**src/rtl/core/apt_pkg.sv**
```systemverilog
// Shared types, widths and register codes for the affine point transform.
// Used by apt_row and affine_point_transform; depends on nothing else.
package apt_pkg;

  // Field widths of points, coefficients and the datapath.
  localparam int COORD_W    = 20;
  localparam int COEF_W     = 16;
  localparam int DIFF_W     = COORD_W + 1;
  localparam int PROD_W     = COEF_W + DIFF_W;
  localparam int ACC_W      = PROD_W + 2;
  localparam int FRAC_SHIFT = 14;
  localparam int ROT_W      = ACC_W - FRAC_SHIFT;
  localparam int SUM_W      = ROT_W + 2;
  localparam int NUM_AXES   = 3;

  // Configuration port widths.
  localparam int ROW_W      = NUM_AXES * COEF_W;
  localparam int CENTER_W   = NUM_AXES * COORD_W;
  localparam int CFG_IDX_W  = 3;
  localparam int CFG_DATA_W = CENTER_W;

  // Register reset values: identity matrix, zero offsets.
  localparam logic [ROW_W-1:0] ROW0_RESET = 48'h0000_0000_4000;
  localparam logic [ROW_W-1:0] ROW1_RESET = 48'h0000_4000_0000;
  localparam logic [ROW_W-1:0] ROW2_RESET = 48'h4000_0000_0000;

  // Largest and smallest coordinate values for saturation.
  localparam logic signed [COORD_W-1:0] COORD_MAX = {1'b0, {(COORD_W-1){1'b1}}};
  localparam logic signed [COORD_W-1:0] COORD_MIN = {1'b1, {(COORD_W-1){1'b0}}};

  // Round-to-nearest bias, half of one output LSB in Q.14.
  localparam logic signed [ACC_W-1:0] ROUND_BIAS = ACC_W'(1) <<< (FRAC_SHIFT - 1);

  typedef logic signed [COORD_W-1:0] coord_t;
  typedef logic signed [COEF_W-1:0]  coef_t;
  typedef logic signed [DIFF_W-1:0]  diff_t;

  // Register indexes on the configuration port.
  typedef enum logic [CFG_IDX_W-1:0] {
    REG_ROW0       = 3'd0,
    REG_ROW1       = 3'd1,
    REG_ROW2       = 3'd2,
    REG_CENTER_OLD = 3'd3,
    REG_CENTER_BASE= 3'd4,
    REG_TRANSLATION= 3'd5,
    REG_ENABLE     = 3'd6
  } cfg_reg_t;

  // Control that travels down the pipeline with each point.
  typedef struct packed {
    logic valid;
    logic last;
    logic en;
  } stage_ctl_t;

endpackage

```
**src/rtl/core/apt_row.sv**
```systemverilog
// One output row of the transform: products, rounded sum, offset and saturation.
// Depends on apt_pkg; instantiated three times by affine_point_transform.
module apt_row (
  input  logic                        clk,
  input  apt_pkg::diff_t              d [apt_pkg::NUM_AXES],
  input  logic [apt_pkg::ROW_W-1:0]   coefs,
  input  apt_pkg::coord_t             base,
  input  apt_pkg::coord_t             trans,
  input  apt_pkg::coord_t             bypass_s3,
  input  apt_pkg::stage_ctl_t         ctl_s3,
  output apt_pkg::coord_t             result
);

  logic signed [apt_pkg::PROD_W-1:0] coef_ext [apt_pkg::NUM_AXES];
  logic signed [apt_pkg::PROD_W-1:0] d_ext    [apt_pkg::NUM_AXES];
  logic signed [apt_pkg::PROD_W-1:0] prod     [apt_pkg::NUM_AXES];
  logic signed [apt_pkg::ACC_W-1:0]  acc;
  logic signed [apt_pkg::ROT_W-1:0]  rot;
  logic signed [apt_pkg::SUM_W-1:0]  sum;
  apt_pkg::coord_t                   sat;

  // Sign-extend coefficients and differences to the product width.
  always_comb begin
    for (int c = 0; c < apt_pkg::NUM_AXES; c++) begin
      coef_ext[c] = apt_pkg::PROD_W'(apt_pkg::coef_t'(coefs[c*apt_pkg::COEF_W +: apt_pkg::COEF_W]));
      d_ext[c]    = apt_pkg::PROD_W'(d[c]);
    end
  end

  // Stage 2: the three coefficient products.
  always_ff @(posedge clk) begin
    for (int c = 0; c < apt_pkg::NUM_AXES; c++) begin
      prod[c] <= coef_ext[c] * d_ext[c];
    end
  end

  // Stage 3: sum with rounding bias, then drop the fraction bits.
  always_comb begin
    acc = apt_pkg::ACC_W'(prod[0]) + apt_pkg::ACC_W'(prod[1])
        + apt_pkg::ACC_W'(prod[2]) + apt_pkg::ROUND_BIAS;
  end

  always_ff @(posedge clk) begin
    rot <= acc[apt_pkg::ACC_W-1:apt_pkg::FRAC_SHIFT];
  end

  // Stage 4: add base center and translation, clamp to the coordinate range.
  always_comb begin
    sum = apt_pkg::SUM_W'(rot) + apt_pkg::SUM_W'(base) + apt_pkg::SUM_W'(trans);
    if (sum > apt_pkg::SUM_W'(apt_pkg::COORD_MAX)) begin
      sat = apt_pkg::COORD_MAX;
    end else if (sum < apt_pkg::SUM_W'(apt_pkg::COORD_MIN)) begin
      sat = apt_pkg::COORD_MIN;
    end else begin
      sat = sum[apt_pkg::COORD_W-1:0];
    end
  end

  // Disabled points leave unchanged.
  always_ff @(posedge clk) begin
    result <= ctl_s3.en ? sat : bypass_s3;
  end

endmodule

```
**config.mk**
```make
export PLATFORM = sky130hd
export DESIGN_NAME = apt_row
export DESIGN_NICKNAME = d
export VERILOG_FILES = /design/src/rtl/core/apt_pkg.sv /design/src/rtl/core/apt_row.sv
export SDC_FILE = /design/constraint.sdc
export NUM_CORES = 2
export LEC_CHECK = 0
export ABC_AREA = 1
export BUFFER_PORTS_ARGS = -buffer_cell sky130_fd_sc_hd__buf_4
export CAP_MARGIN = 20
export CORE_MARGIN = 2
export CORE_UTILIZATION = 50
export DETAILED_ROUTE_END_ITERATION = 16
export PLACE_DENSITY = 0.73
export SYNTH_ARGS = -nofsm -noshare
export SYNTH_HDL_FRONTEND = slang
export SYNTH_SLANG_ARGS = --single-unit
```
**constraint.sdc**
```tcl
create_clock -name clk -period 8.1 [get_ports clk]
set_input_delay 0.405 -clock clk [delete_from_list [all_inputs] [get_ports clk]]
set_output_delay 0.405 -clock clk [all_outputs]
set_load 0.02 [all_outputs]
```
==> flow_results.xml <==
<?xml version="1.0" encoding="UTF-8"?>
<metrics>
  <group name="sta">
    <metric name="fin_skew" unit="ns">0.0131</metric>
    <metric name="fmax" unit="MHz">166</metric>
    <metric name="hold_viol" unit="">0</metric>
    <metric name="post-route-min-period" unit="ns">6.01</metric>
    <metric name="final_min_period_over_clock_period" unit="%">74.2</metric>
    <metric name="setup_tns" unit="ns">0</metric>
    <metric name="timing.final.max_slew_violations" unit="">0</metric>
    <metric name="timing.slew.headroom" unit="%">41.1</metric>
    <metric name="rsz0062_at_grt" unit="">no</metric>
    <metric name="worst_pin_slew" unit="ns">0.883</metric>
    <metric name="report.final.setup_viol" unit="">0</metric>
  </group>
  <group name="flow_run">
    <metric name="drv.max_cap_violation_count" unit="">0</metric>
  </group>
  <group name="synth">
    <metric name="synthFlopType" unit="">sky130_fd_sc_hd__dfxtp_1</metric>
    <metric name="yosys_register_bits" unit="">156</metric>
    <metric name="synthCells" unit="">5850</metric>
    <metric name="synth_area_leaders" unit="">sky130_fd_sc_hd__fa_1 (45%), sky130_fd_sc_hd__inv_1 (14%), sky130_fd_sc_hd__nand2_1 (12%)</metric>
    <metric name="postSynthAreaPerCell" unit="µm²">8.01</metric>
    <metric name="synth_most_common_cell" unit="">sky130_fd_sc_hd__inv_1</metric>
    <metric name="synth_area" unit="mm²">0.0468</metric>
    <metric name="synth_top_area_cell" unit="">sky130_fd_sc_hd__fa_1</metric>
    <metric name="ys_async_sr_fraction" unit="%">0</metric>
    <metric name="seq_area_frac_synth" unit="%">6.67</metric>
    <metric name="post_synth_num_cell_types" unit="">42</metric>
    <metric name="synth-warning-count" unit="">0</metric>
    <metric name="synth_edf_count" unit="">0</metric>
    <metric name="yosys.area.top_type_share" unit="%">45.2</metric>
    <metric name="synth_common_cells" unit="">sky130_fd_sc_hd__inv_1 (1,689), sky130_fd_sc_hd__nand2_1 (1,453), sky130_fd_sc_hd__fa_1 (1,058)</metric>
    <metric name="synth.net_count" unit="">7456</metric>
  </group>
  <group name="layout">
    <metric name="nFillCells" unit="">8644</metric>
    <metric name="nets" unit="">7459</metric>
    <metric name="proportion_of_layout_cells_with_a_drive_suffix_above_1" unit="%">4.52</metric>
    <metric name="finalInstanceArea" unit="mm²">0.0496</metric>
    <metric name="syn2layout_area_growth" unit="%">5.92</metric>
    <metric name="instances_no_fill" unit="">7122</metric>
    <metric name="layout.core_utilization" unit="%">53.3</metric>
  </group>
  <group name="die">
    <metric name="floorplan.rows" unit="">112</metric>
    <metric name="fp.dieH" unit="µm">310</metric>
    <metric name="core" unit="mm²">0.0930</metric>
    <metric name="start_util" unit="%">50.3</metric>
    <metric name="die_width" unit="µm">310</metric>
    <metric name="dieArea" unit="mm²">0.0961</metric>
    <metric name="number_of_primary_i_o_pins" unit="">195</metric>
  </group>
  <group name="critical_path">
    <metric name="end_kind" unit="">flip-flop</metric>
    <metric name="worstPathArrival" unit="ns">6.32</metric>
    <metric name="worstSetupPathType" unit="">input pin to flip-flop</metric>
    <metric name="worstSetupStartpointType" unit="">input pin</metric>
    <metric name="worstPathRequired" unit="ns">8.41</metric>
    <metric name="cp_max_fo" unit="">21</metric>
  </group>
  <group name="place">
    <metric name="port_buffers" unit="">192</metric>
    <metric name="dp.final_hpwl" unit="mm">95.7</metric>
    <metric name="dpl-instance-area" unit="mm²">0.0490</metric>
    <metric name="dp_cells" unit="">7088</metric>
    <metric name="gp_congestion" unit="">0.934</metric>
  </group>
  <group name="cts">
    <metric name="cts_buffer_depth" unit="">2</metric>
    <metric name="hold_buffers" unit="">0</metric>
    <metric name="cts_tree" unit="">yes</metric>
    <metric name="cts_sinks" unit="">156</metric>
    <metric name="cts_root_buf" unit="">sky130_fd_sc_hd__clkbuf_16</metric>
    <metric name="htree_levels" unit="">4</metric>
    <metric name="post_cts_setup_repair_buffer_count" unit="">0</metric>
    <metric name="tritoncts.num_buffers" unit="">17</metric>
    <metric name="cts.repair.resized" unit="">0</metric>
    <metric name="worstSkewPairLatency" unit="ns">0.44</metric>
    <metric name="clk_pin_slew_worst_paths" unit="ns">0.07</metric>
  </group>
  <group name="route">
    <metric name="detail_route.wl_per_cell" unit="µm">15.7</metric>
    <metric name="sum_of_routed_wire_length_over_all_layers" unit="mm">112</metric>
    <metric name="drtIter0Drc" unit="">2376</metric>
    <metric name="drt_pre_antenna_iters" unit="">5</metric>
    <metric name="dr_total_vias" unit="">36000</metric>
    <metric name="drcViolationCount" unit="">0</metric>
    <metric name="route.antenna.remaining_nets" unit="">0</metric>
    <metric name="viasPerCell" unit="">5.05</metric>
  </group>
  <group name="status">
    <metric name="outcome" unit="">finished clean</metric>
  </group>
  <group name="global_routing">
    <metric name="grt_pass1_wl" unit="mm">188</metric>
    <metric name="grt_antenna_before_repair" unit="">1</metric>
    <metric name="grt.total_usage" unit="%">24.3</metric>
    <metric name="grt_max_degree" unit="">23</metric>
    <metric name="grt-ovfl-total" unit="">0</metric>
    <metric name="via_count_of_the_first_global_routing_pass" unit="">38000</metric>
  </group>
  <group name="worst_hold_path">
    <metric name="type_of_the_tightest_min_delay_check" unit="">input pin to flip-flop</metric>
  </group>
</metrics>
==> sequential cells by signal, summed over array words and instances (netlist names) <==
name    count
prod      111
rot        25
result     20
==> final timing paths <==
path | from | slack (ns) | cells after the start | endpoint
hold / removal | bypass_s3[4] | 0.15 | 3 | result[4]$_DFF_P_
setup reg to reg | prod[0][2]$_DFF_P_ | 4.49 | 10 | rot[15]$_DFF_P_
setup / recovery | coefs[2] | 2.09 | 17 | prod[0][36]$_DFF_P_
hold reg to reg | rot[0]$_DFF_P_ | 0.73 | 5 | result[0]$_DFF_P_
==> cell families after synthesis <==
kind of cell | count (synthesis) | share of synthesized area [%]
compound gates | 380 | 4.53
xor+xnor | 158 | 2.95
fa+ha+maj | 1431 | 55.2
buf+inv | 1900 | 15.3
flops | 156 | 6.67
simple gates | 1825 | 15.3
==> cell type report <==
type / count / area, µm² / area share [%]
timing repair buffer: 193 / 1450 / 2.92
tap: 1254 / 1570 / 3.16
sequential: 156 / 3120 / 6.30
clock inverter: 14 / 153 / 0.308
inverter: 1691 / 6350 / 12.8
multi-input combinational: 3794 / 36500 / 73.6
clock buffer: 18 / 429 / 0.865
antenna: 2 / 5.00 / 0.0101
==> worst max-delay path, stage by stage <==
cell	delay [ns]
sky130_fd_sc_hd__buf_4	0.25
sky130_fd_sc_hd__nand2_1	0.17
sky130_fd_sc_hd__fa_1	0.69
sky130_fd_sc_hd__inv_1	0.13
sky130_fd_sc_hd__fa_1	0.82
sky130_fd_sc_hd__inv_1	0.16
sky130_fd_sc_hd__fa_1	0.50
sky130_fd_sc_hd__fa_1	0.48
sky130_fd_sc_hd__fa_1	0.40
sky130_fd_sc_hd__inv_1	0.08
sky130_fd_sc_hd__fa_1	0.42
sky130_fd_sc_hd__ha_1	0.36
sky130_fd_sc_hd__a21oi_1	0.28
sky130_fd_sc_hd__o21ai_0	0.18
sky130_fd_sc_hd__a2111oi_0	0.61
sky130_fd_sc_hd__nand3_1	0.17
sky130_fd_sc_hd__xor2_1	0.18
==> stage by stage <==
step / worst slack (ns) / hold WS, ns
after floorplan: 2.22 / 0.503
after global placement: 1.87 / 0.605
after detailed placement: 1.75 / 0.604
after CTS: 2.19 / 0.143
after global routing: 1.74 / 0.173
final: 2.09 / 0.155
==> per-layer routing <==
layer	vias up	GRT usage [%]	share of wire, %
met5	-	0	0
met3	146	2.67	6.5
met4	0	5.55	2.1
met1	17900	33.7	43
li1	16700	-	-
met2	1214	41.2	49
==> cell usage in the layout, fill, tap and decap left out, drive strengths merged, types with 3 or more instances in the layout <==
master / netlist / final
inv: 1691 / 1698
nand2: 1464 / 1464
fa: 1058 / 1058
ha: 373 / 373
nor2: 212 / 212
a21oi: 201 / 201
buf: 3 / 193
dfxtp: 156 / 156
xor2: 98 / 98
o21ai: 92 / 92
nand3: 68 / 68
xnor2: 60 / 60
nand4: 27 / 27
a21o: 22 / 22
nor3: 20 / 20
or2: 18 / 18
clkbuf: 205 / 18
a31oi: 14 / 14
o21a: 13 / 13
o21bai: 10 / 10
nor4: 9 / 9
o211ai: 8 / 8
a21boi: 6 / 6
o221ai: 5 / 5
and3: 3 / 3
o2111ai: 3 / 3
clkinvlp: 0 / 3
clkinv: 0 / 3
Power is left out: the tool's default activity adds up to more than one toggle a clock period on the data nets, which glitch-free logic cannot reach.
